### src/sv/qvr_pkg.sv
// Package with the types and constants of the quantized value requantizer.
package qvr_pkg;

  // Element format codes, shared by the source and destination registers.
  localparam logic [1:0] FMT_S8  = 2'd0;
  localparam logic [1:0] FMT_U8  = 2'd1;
  localparam logic [1:0] FMT_S16 = 2'd2;
  localparam logic [1:0] FMT_U16 = 2'd3;

  // Configuration register indexes.
  localparam logic [1:0] CFG_SCALE_RATIO   = 2'd0;
  localparam logic [1:0] CFG_OFFSET_TERM   = 2'd1;
  localparam logic [1:0] CFG_SOURCE_FORMAT = 2'd2;
  localparam logic [1:0] CFG_DEST_FORMAT   = 2'd3;

  localparam int unsigned CfgDataW = 41;
  localparam int unsigned FracBits = 16;

  // Input transaction payload.
  typedef struct packed {
    logic [15:0] raw_element;
    logic        final_element;
  } qvr_in_t;

  // Output transaction payload.
  typedef struct packed {
    logic [15:0] converted_element;
    logic        written;
    logic        final_result;
  } qvr_out_t;

  // Current register contents, handed to the datapath.
  typedef struct packed {
    logic [31:0]        scale_ratio;
    logic signed [40:0] offset_term;
    logic [1:0]         source_format;
    logic [1:0]         dest_format;
  } qvr_cfg_t;

endpackage

### src/sv/qvr_cfg.sv
// Configuration register bank of the requantizer.
module qvr_cfg (
  input  logic                                clk_i,
  input  logic                                rst_ni,
  input  logic                                cfg_we_i,
  input  logic [1:0]                          cfg_idx_i,
  input  logic [qvr_pkg::CfgDataW-1:0]        cfg_data_i,
  output qvr_pkg::qvr_cfg_t                   cfg_o
);
  import qvr_pkg::*;

  qvr_cfg_t cfg_q, cfg_d;

  // Decode the write index and update the addressed register.
  always_comb begin
    cfg_d = cfg_q;
    if (cfg_we_i) begin
      unique case (cfg_idx_i)
        CFG_SCALE_RATIO:   cfg_d.scale_ratio   = cfg_data_i[31:0];
        CFG_OFFSET_TERM:   cfg_d.offset_term   = $signed(cfg_data_i[40:0]);
        CFG_SOURCE_FORMAT: cfg_d.source_format = cfg_data_i[1:0];
        CFG_DEST_FORMAT:   cfg_d.dest_format   = cfg_data_i[1:0];
        default:           cfg_d = cfg_q;
      endcase
    end
  end

  // Registers come up as unity gain, zero offset, signed 8-bit both ways.
  always_ff @(posedge clk_i or negedge rst_ni) begin
    if (!rst_ni) begin
      cfg_q.scale_ratio   <= 32'd65536;
      cfg_q.offset_term   <= '0;
      cfg_q.source_format <= FMT_S8;
      cfg_q.dest_format   <= FMT_S8;
    end else begin
      cfg_q <= cfg_d;
    end
  end

  assign cfg_o = cfg_q;

endmodule

### src/sv/qvr_pipe.sv
// Four-stage requantization datapath: load, multiply, add offset, round and saturate.
module qvr_pipe (
  input  logic                clk_i,
  input  logic                rst_ni,
  input  qvr_pkg::qvr_cfg_t   cfg_i,
  input  logic                in_valid_i,
  output logic                in_ready_o,
  input  qvr_pkg::qvr_in_t    in_data_i,
  output logic                out_valid_o,
  input  logic                out_ready_i,
  output qvr_pkg::qvr_out_t   out_data_o
);
  import qvr_pkg::*;

  localparam logic signed [34:0] S8Lo  = -35'sd128;
  localparam logic signed [34:0] S8Hi  = 35'sd127;
  localparam logic signed [34:0] S16Lo = -35'sd32768;
  localparam logic signed [34:0] S16Hi = 35'sd32767;
  localparam logic signed [34:0] ULo   = 35'sd0;
  localparam logic signed [34:0] U8Hi  = 35'sd255;
  localparam logic signed [34:0] U16Hi = 35'sd65535;

  // Stage valid bits and the ready chain that lets full stages advance.
  logic v1_q, v2_q, v3_q, v4_q;
  logic rdy1, rdy2, rdy3, rdy4;

  assign rdy4       = !v4_q || out_ready_i;
  assign rdy3       = !v3_q || rdy4;
  assign rdy2       = !v2_q || rdy3;
  assign rdy1       = !v1_q || rdy2;
  assign in_ready_o = rdy1;

  always_ff @(posedge clk_i or negedge rst_ni) begin
    if (!rst_ni) begin
      v1_q <= 1'b0;
      v2_q <= 1'b0;
      v3_q <= 1'b0;
      v4_q <= 1'b0;
    end else begin
      if (rdy1) v1_q <= in_valid_i;
      if (rdy2) v2_q <= v1_q;
      if (rdy3) v3_q <= v2_q;
      if (rdy4) v4_q <= v3_q;
    end
  end

  // Stage 1: widen the source element to a signed 17-bit value.
  logic signed [16:0] x_d, x_q;
  logic               wr_d, wr1_q, fin1_q;
  logic               src_signed;

  always_comb begin
    src_signed = !cfg_i.source_format[0];
    wr_d       = cfg_i.source_format[0] == cfg_i.dest_format[0];
    if (cfg_i.source_format[1]) begin
      x_d = $signed({src_signed & in_data_i.raw_element[15], in_data_i.raw_element});
    end else begin
      x_d = $signed({{9{src_signed & in_data_i.raw_element[7]}},
                     in_data_i.raw_element[7:0]});
    end
  end

  always_ff @(posedge clk_i) begin
    if (rdy1 && in_valid_i) begin
      x_q    <= x_d;
      wr1_q  <= wr_d;
      fin1_q <= in_data_i.final_element;
    end
  end

  // Stage 2: multiply by the unsigned Q16.16 gain.
  logic signed [49:0] prod_q;
  logic               wr2_q, fin2_q;

  always_ff @(posedge clk_i) begin
    if (rdy2 && v1_q) begin
      prod_q <= x_q * $signed({1'b0, cfg_i.scale_ratio});
      wr2_q  <= wr1_q;
      fin2_q <= fin1_q;
    end
  end

  // Stage 3: add the signed Q24.16 offset.
  logic signed [50:0] sum_q;
  logic               wr3_q, fin3_q;

  always_ff @(posedge clk_i) begin
    if (rdy3 && v2_q) begin
      sum_q  <= {prod_q[49], prod_q} + {{10{cfg_i.offset_term[40]}}, cfg_i.offset_term};
      wr3_q  <= wr2_q;
      fin3_q <= fin2_q;
    end
  end

  // Stage 4: truncate toward zero, then clamp to the destination range.
  logic signed [34:0] q_floor, q_trunc, lo, hi, q_sat;
  logic               round_up;
  qvr_out_t           out_d, out_q;

  always_comb begin
    q_floor  = sum_q[50:FracBits];
    round_up = sum_q[50] && (|sum_q[FracBits-1:0]);
    q_trunc  = q_floor + $signed({34'd0, round_up});
    unique case (cfg_i.dest_format)
      FMT_S8:  begin lo = S8Lo;  hi = S8Hi;  end
      FMT_U8:  begin lo = ULo;   hi = U8Hi;  end
      FMT_S16: begin lo = S16Lo; hi = S16Hi; end
      FMT_U16: begin lo = ULo;   hi = U16Hi; end
      default: begin lo = ULo;   hi = U16Hi; end
    endcase
    if (q_trunc < lo) begin
      q_sat = lo;
    end else if (q_trunc > hi) begin
      q_sat = hi;
    end else begin
      q_sat = q_trunc;
    end
    out_d.written      = wr3_q;
    out_d.final_result = fin3_q;
    if (!wr3_q) begin
      out_d.converted_element = 16'd0;
    end else if (cfg_i.dest_format[1]) begin
      out_d.converted_element = q_sat[15:0];
    end else begin
      out_d.converted_element = {8'd0, q_sat[7:0]};
    end
  end

  always_ff @(posedge clk_i) begin
    if (rdy4 && v3_q) begin
      out_q <= out_d;
    end
  end

  assign out_valid_o = v4_q;
  assign out_data_o  = out_q;

endmodule

### src/sv/quantized_value_requantizer_top.sv
// Top level of the quantized value requantizer.
//
// Usage: each input transaction carries one raw 8- or 16-bit element and a
// last-element flag; each output transaction carries the requantized element,
// a written flag and the copied last flag. The element is mapped through
// scale_ratio * x + offset_term, truncated toward zero and saturated to the
// destination format. A format pair of mixed signedness yields a zero element
// with written low.
// The four register stages are load, one 17x33 multiply, one 51-bit offset
// add, and one round-and-clamp stage that ends in the output register. The
// pipeline takes one element per cycle while the receiver is not stalling.
// Configuration writes go through the write port and must only happen while
// no transaction is in flight.
// Reset empties all four stages and loads unity gain, zero offset and signed
// 8-bit formats. When the receiver stalls, full stages hold their data and
// in_ready_o drops only once every stage is occupied; nothing is lost.
module quantized_value_requantizer_top (
  input  logic                          clk_i,
  input  logic                          rst_ni,
  input  logic                          cfg_we_i,
  input  logic [1:0]                    cfg_idx_i,
  input  logic [qvr_pkg::CfgDataW-1:0]  cfg_data_i,
  input  logic                          in_valid_i,
  output logic                          in_ready_o,
  input  qvr_pkg::qvr_in_t              in_data_i,
  output logic                          out_valid_o,
  input  logic                          out_ready_i,
  output qvr_pkg::qvr_out_t             out_data_o
);
  import qvr_pkg::*;

  qvr_cfg_t cfg;

  // Register bank.
  qvr_cfg u_cfg (
    .clk_i      (clk_i),
    .rst_ni     (rst_ni),
    .cfg_we_i   (cfg_we_i),
    .cfg_idx_i  (cfg_idx_i),
    .cfg_data_i (cfg_data_i),
    .cfg_o      (cfg)
  );

  // Datapath.
  qvr_pipe u_pipe (
    .clk_i       (clk_i),
    .rst_ni      (rst_ni),
    .cfg_i       (cfg),
    .in_valid_i  (in_valid_i),
    .in_ready_o  (in_ready_o),
    .in_data_i   (in_data_i),
    .out_valid_o (out_valid_o),
    .out_ready_i (out_ready_i),
    .out_data_o  (out_data_o)
  );

endmodule

### config.mk
export PLATFORM = sky130hd
export DESIGN_NAME = quantized_value_requantizer_top
export DESIGN_NICKNAME = d
export VERILOG_FILES = /design/src/sv/qvr_pkg.sv /design/src/sv/qvr_cfg.sv /design/src/sv/qvr_pipe.sv /design/src/sv/quantized_value_requantizer_top.sv
export SDC_FILE = /design/constraint.sdc
export NUM_CORES = 2
export LEC_CHECK = 0
export ABC_CLOCK_PERIOD_IN_PS = 11600
export BUFFER_PORTS_ARGS = -buffer_cell sky130_fd_sc_hd__clkbuf_2
export CORE_MARGIN = 2
export CORE_UTILIZATION = 50
export DETAILED_ROUTE_END_ITERATION = 7
export MAX_ROUTING_LAYER = met4
export PLACE_DENSITY = 0.7
export SLEW_MARGIN = 25
export SYNTH_ARGS = -nofsm -noshare
export SYNTH_HDL_FRONTEND = slang
export SYNTH_HIERARCHICAL = 1
export SYNTH_SLANG_ARGS = --single-unit
### constraint.sdc
create_clock -name clk_i -period 11.6 [get_ports clk_i]
set_input_delay 1.16 -clock clk_i [delete_from_list [all_inputs] [get_ports clk_i]]
set_output_delay 1.16 -clock clk_i [all_outputs]
set_load 0.01 [all_outputs]
* After elaboration in Yosys (flattened, before gate mapping)
Index checks and enable logic that the tools add are counted.
** Word-level totals
- Register bits :: 223
- Input bits :: 65
- Output and inout bits :: 20
- Word-level logic and storage cells :: 63
** Cells by class
- $add $sub $neg :: 2
- $mul :: 1
- $lt $le $gt $ge :: 2
- Eq/ne operators :: 7
- Muxes and demuxes :: 5
- Bitwise operators :: 2
- Reductions and logical operators :: 23
** Operators by type and width (count)
- 35-bit case mux with 4 select lines :: 1
- 35-bit case mux with 3 select lines :: 1
- 50-bit by 41-bit adder with 51-bit output :: 1
- 17-bit by 33-bit multiplier with 50-bit output :: 1
- 35-bit by 2-bit adder with 35-bit output :: 1
- 35-bit greater-than comparator :: 1
- 35-bit less-than comparator :: 1
- 16-bit 2-to-1 mux :: 2
- 17-bit 2-to-1 mux :: 1
- 16-bit OR reduction :: 1
- 2-bit AND reduction :: 5
- 2-bit == test, second input constant :: 4
- 1-bit logical AND :: 5
- 1-bit zero test :: 5
- 2-bit by 1-bit == test with 1-bit output, second input constant :: 2
- 2-bit zero test :: 2
- 1-bit logical OR :: 4
- 1-bit bitwise AND :: 2
- 2-bit OR reduction :: 1
- 1-bit == test :: 1

* Depth between registers and ports, before layout
- Word-level depth :: 6
- Depth in mapped cells :: 25
- Depth with buffers taken out :: 24

* Hierarchy
The synthesis kept the hierarchy.
** Modules (own cells, without submodules)
- qvr_pipe :: instances 1, cells each 2867, area an instance 26913.3 um^2, seq. area each 4364.2 um^2
- qvr_cfg :: instances 1, cells each 165, area an instance 2897.8 um^2, seq. area each 1928.1 um^2

* Worst setup path after synthesis
No wires, ideal clock.
- Kind :: register to register
- Start :: register u_cfg.cfg_q (netlist bit u_cfg/cfg_o[52])
- End :: register u_pipe.prod_q[48], data pin
- Setup time :: 266 ps
- Arrival :: 6364 ps
- Data required time :: 11334 ps
- Path slack :: 4970 ps
- Cell stages (with the launch flop) :: 25
- Path buffers :: 1
- Period minus slack after synthesis :: 6630 ps
- Path through :: dfrtp_1 clkbuf_1 nand2_1 fa_1 inv_1 fa_1 inv_1 fa_1 inv_1 fa_1 fa_1 inv_1 fa_1 inv_1 ha_1 nand4_2 nor2_2 a32o_2 nor2_2 o41a_4 o311ai_4 o211ai_2 o21a_1 o31ai_2 xor2_1
** Between the ends
- Word-level cells in the longest chain between the ends :: 1
** Ends and longest elaborated chain
- from (decl) :: line qvr_cfg.sv:12 : qvr_cfg_t cfg_q, cfg_d;
- from (signal assigned) :: line qvr_cfg.sv:36 : cfg_q <= cfg_d;
- 17-bit by 33-bit multiplier with 50-bit output :: line qvr_pipe.sv:77 : prod_q <= x_q * $signed({1'b0, cfg_i.scale_ratio});
- to (signal assigned) :: line qvr_pipe.sv:77
- to (decl) :: line qvr_pipe.sv:72 : logic signed [49:0] prod_q;
Every way passes these cells.
A chain may end at the register's enable or synchronous reset.

* Worst setup path in the final report
- Start :: register u_pipe.x_q[16]
- End :: register u_pipe.prod_q[43], data pin
** Between the ends
- Word-level cells in the longest chain between the ends :: 1
** Ends and longest elaborated chain
- from (decl) :: line qvr_pipe.sv:48 : logic signed [16:0] x_d, x_q;
- from (signal assigned) :: line qvr_pipe.sv:65 : x_q <= x_d;
- 17-bit by 33-bit multiplier with 50-bit output :: line qvr_pipe.sv:77
Every way passes these cells.

==> run metrics <==
DR iter-0 viols 1521; CTS resizes 0; final antenna-violating net count 0; first-pass GRT wire length between 100000 and 150000 um; initial antenna violation count 1; Hold Startpoint u_pipe/fin2_q$_DFFE_PP_; htree depth 1; HP Class reg2reg; sequential fraction of the synthesis area 0.211; DIE AREA just over 60000 um2; crit-path most repeated cell fa_1; critical path type reg2reg; Cell Chain, Critical Path clkinv_1, nor2_1, fa_1, fa_1, fa_1, fa_1, fa_1, inv_1, fa_1, inv_1, ha_1, and4_2, a221oi_1, o31ai_2, a21oi_1, o21ai_0, and3_1, a211oi_1, o21ai_0, xor2_1; most frequent cells after synthesis inv_1 (555), fa_1 (450), nand2_1 (326); critical path arrival between 7000 and 8000 ps; CTS sink count 223; Crit Reg-Reg Startpoint u_pipe/x_q[16]$_DFFE_PP_; Avg WL per Cell 20.1 um; async set-reset flop share out of synthesis 0.363; Unique masters post-synth between 80 and 90; Area contributors post-synth fa_1 (30%), edfxtp_1 (14%), ha_1 (10%); Remaining DRCs 0; Die Ht about 250 um; Initial Util 0.505; Worst Hold Path EP u_pipe/fin3_q$_DFFE_PP_; Cell Area, Placed slightly above 30000 um2; total CTS buffers 26; RD Place Congestion around 0.95; Ports 85; Final TNS setup 0 ps; Final Max Slew Viols 0; flop-to-flop setup slack ~3900 ps; # Post-CTS Setup Buffers 0; CP required 11890 ps; Core Util, Final 0.539; Crit-path slowest cell clkinv_1; Yosys reg bits around 220; CP Capture Type flip-flop; fmax between 100 and 150 MHz; Tmin final approximately 7700 ps; layout cell share with drive strength beyond 1 0.0861; clk root buf clkbuf_16; Worst-Margin Slew around 1000 ps; Post-synth EDFFs 142; Filler Cell Count ~5200; RSZ-0062 raised after global routing false; CORE AREA ~59000 um2; normalized max-slew margin 0.346; Synth Cell Area ~30000 um2; final WL 77600 um; Synth Net Count 3794; Area growth, synth to finish 6.71%; hpwl dp between 50000 and 60000 um; Pre-Repair DR Iteration Count 8; Die X ~250 um; Setup Viol. Count Final 0; Critical Path Start Type flip-flop; slowest stage delay, CP between 800 and 900 ps; pin count of the biggest net entering global routing 73; fin nets approximately 3800; Global Route Usage Sum 0.265; vias after detailed routing ~22000; Clk pin slew, worst setup/hold paths around 60 ps; Max Root-Sink Buffers 3; Post-synth top flop edfxtp_1; Ys Warns 6; Mapped Cells ~3000; area leader, netlist fa_1; final instance area 31800 um2; final hold viol count 0; cell family with most CP delay adder cells; CTS tree built; Rows 89; Max-Cap Viols 0; fin crit share 0.662; port buffer count 84; GRT overflow 0; status finished, final reports clean; reg2reg path depth 20; Mean Syn Cell Area 9.83 um2; Clk Latency, worst-skew pair about 550 ps; Hold-fix buffers, CTS 0; Worst Path Max Fanout 25; Yosys top cell area share 0.302; most numerous cell in the Yosys netlist inv_1; worst r2r dst u_pipe/prod_q[43]$_DFFE_PP_; vias in the first global route 22900; cell count of the worst hold path 0; vias per cell around 5.6; WP buf/inv 3; skew final around 14 ps
==> state kept, by name (all words and copies together), names as in the netlist, 17 cells and up <==
| signal | flops |
|---|---|
| u_pipe/prod_q | 50 |
| u_pipe/out_data_o | 18 |
| u_cfg/cfg_o | 77 |
| u_pipe/sum_q | 51 |
| u_pipe/x_q | 17 |
==> through the flow <==
step                std cells  setup WS (ps)  hold WS (ps)
floorplan                3032           4970           400
global placement         3804           4140           410
detailed placement       3804           4050           405
CTS                      3852           4020           405
global route             3854           3640           417
finish                   3855           3920           418
==> worst max-delay path by stage <==
stage                                           start                           to  slack [ps]  depth (start not counted)
after global placement       u_pipe/x_q[16]$_DFFE_PP_  u_pipe/prod_q[48]$_DFFE_PP_        4140                         21
after detailed placement     u_pipe/x_q[16]$_DFFE_PP_  u_pipe/prod_q[43]$_DFFE_PP_        4050                         20
after global routing         u_pipe/x_q[16]$_DFFE_PP_  u_pipe/prod_q[48]$_DFFE_PP_        3640                         20
after CTS                    u_pipe/x_q[16]$_DFFE_PP_  u_pipe/prod_q[43]$_DFFE_PP_        4020                         20
after floorplan           u_cfg/cfg_o[52]$_DFFE_PN0P_  u_pipe/prod_q[48]$_DFFE_PP_        4970                         24
final                        u_pipe/x_q[16]$_DFFE_PP_  u_pipe/prod_q[43]$_DFFE_PP_        3920                         20
==> layout make-up <==
class                      instances  area, um2  share of cell area
multi-input combinational       2140      20900               0.658
sequential                       223       6290               0.198
clock inverter                    13        125             0.00393
clock buffer                      35        754              0.0237
timing repair buffer             112        637              0.0200
antenna                            3       7.51            0.000236
inverter                         556       2090              0.0656
tap                              773        967              0.0304
==> layer usage <==
metal | GRT usage | part of all wire | up-vias
met1 | 0.346 | 0.42 | 10900
met2 | 0.426 | 0.47 | 876
li1 | - | - | 9723
met5 | - | 0 | -
met4 | 0.0805 | 0.028 | 0
met3 | 0.0422 | 0.074 | 167
==> cell usage in the layout (no fill, tap or decap), types with 40 or more instances in the layout <==
cell / instances
edfxtp_1: 142
inv_1: 555
dfrtp_1: 80
clkbuf_2: 83
xor2_1: 40
and2_1: 269
o21ai_0: 68
nand2_1: 326
xnor2_1: 83
a21oi_1: 115
fa_1: 450
mux2_2: 76
nor2_1: 83
a21o_1: 60
ha_1: 247
==> kinds of logic after synthesis <==
kind of cell	share of synthesized area
adders and majority gates	0.406
xor gates and xnor gates	0.0361
AOI/OAI and AO/OA	0.0782
muxes	0.0311
buffers and inverters	0.0868
and+or+nand+nor	0.151
DFF	0.211
Power is left out: the tool's default activity adds up to more than one toggle a clock period on the data nets, which glitch-free logic cannot reach.
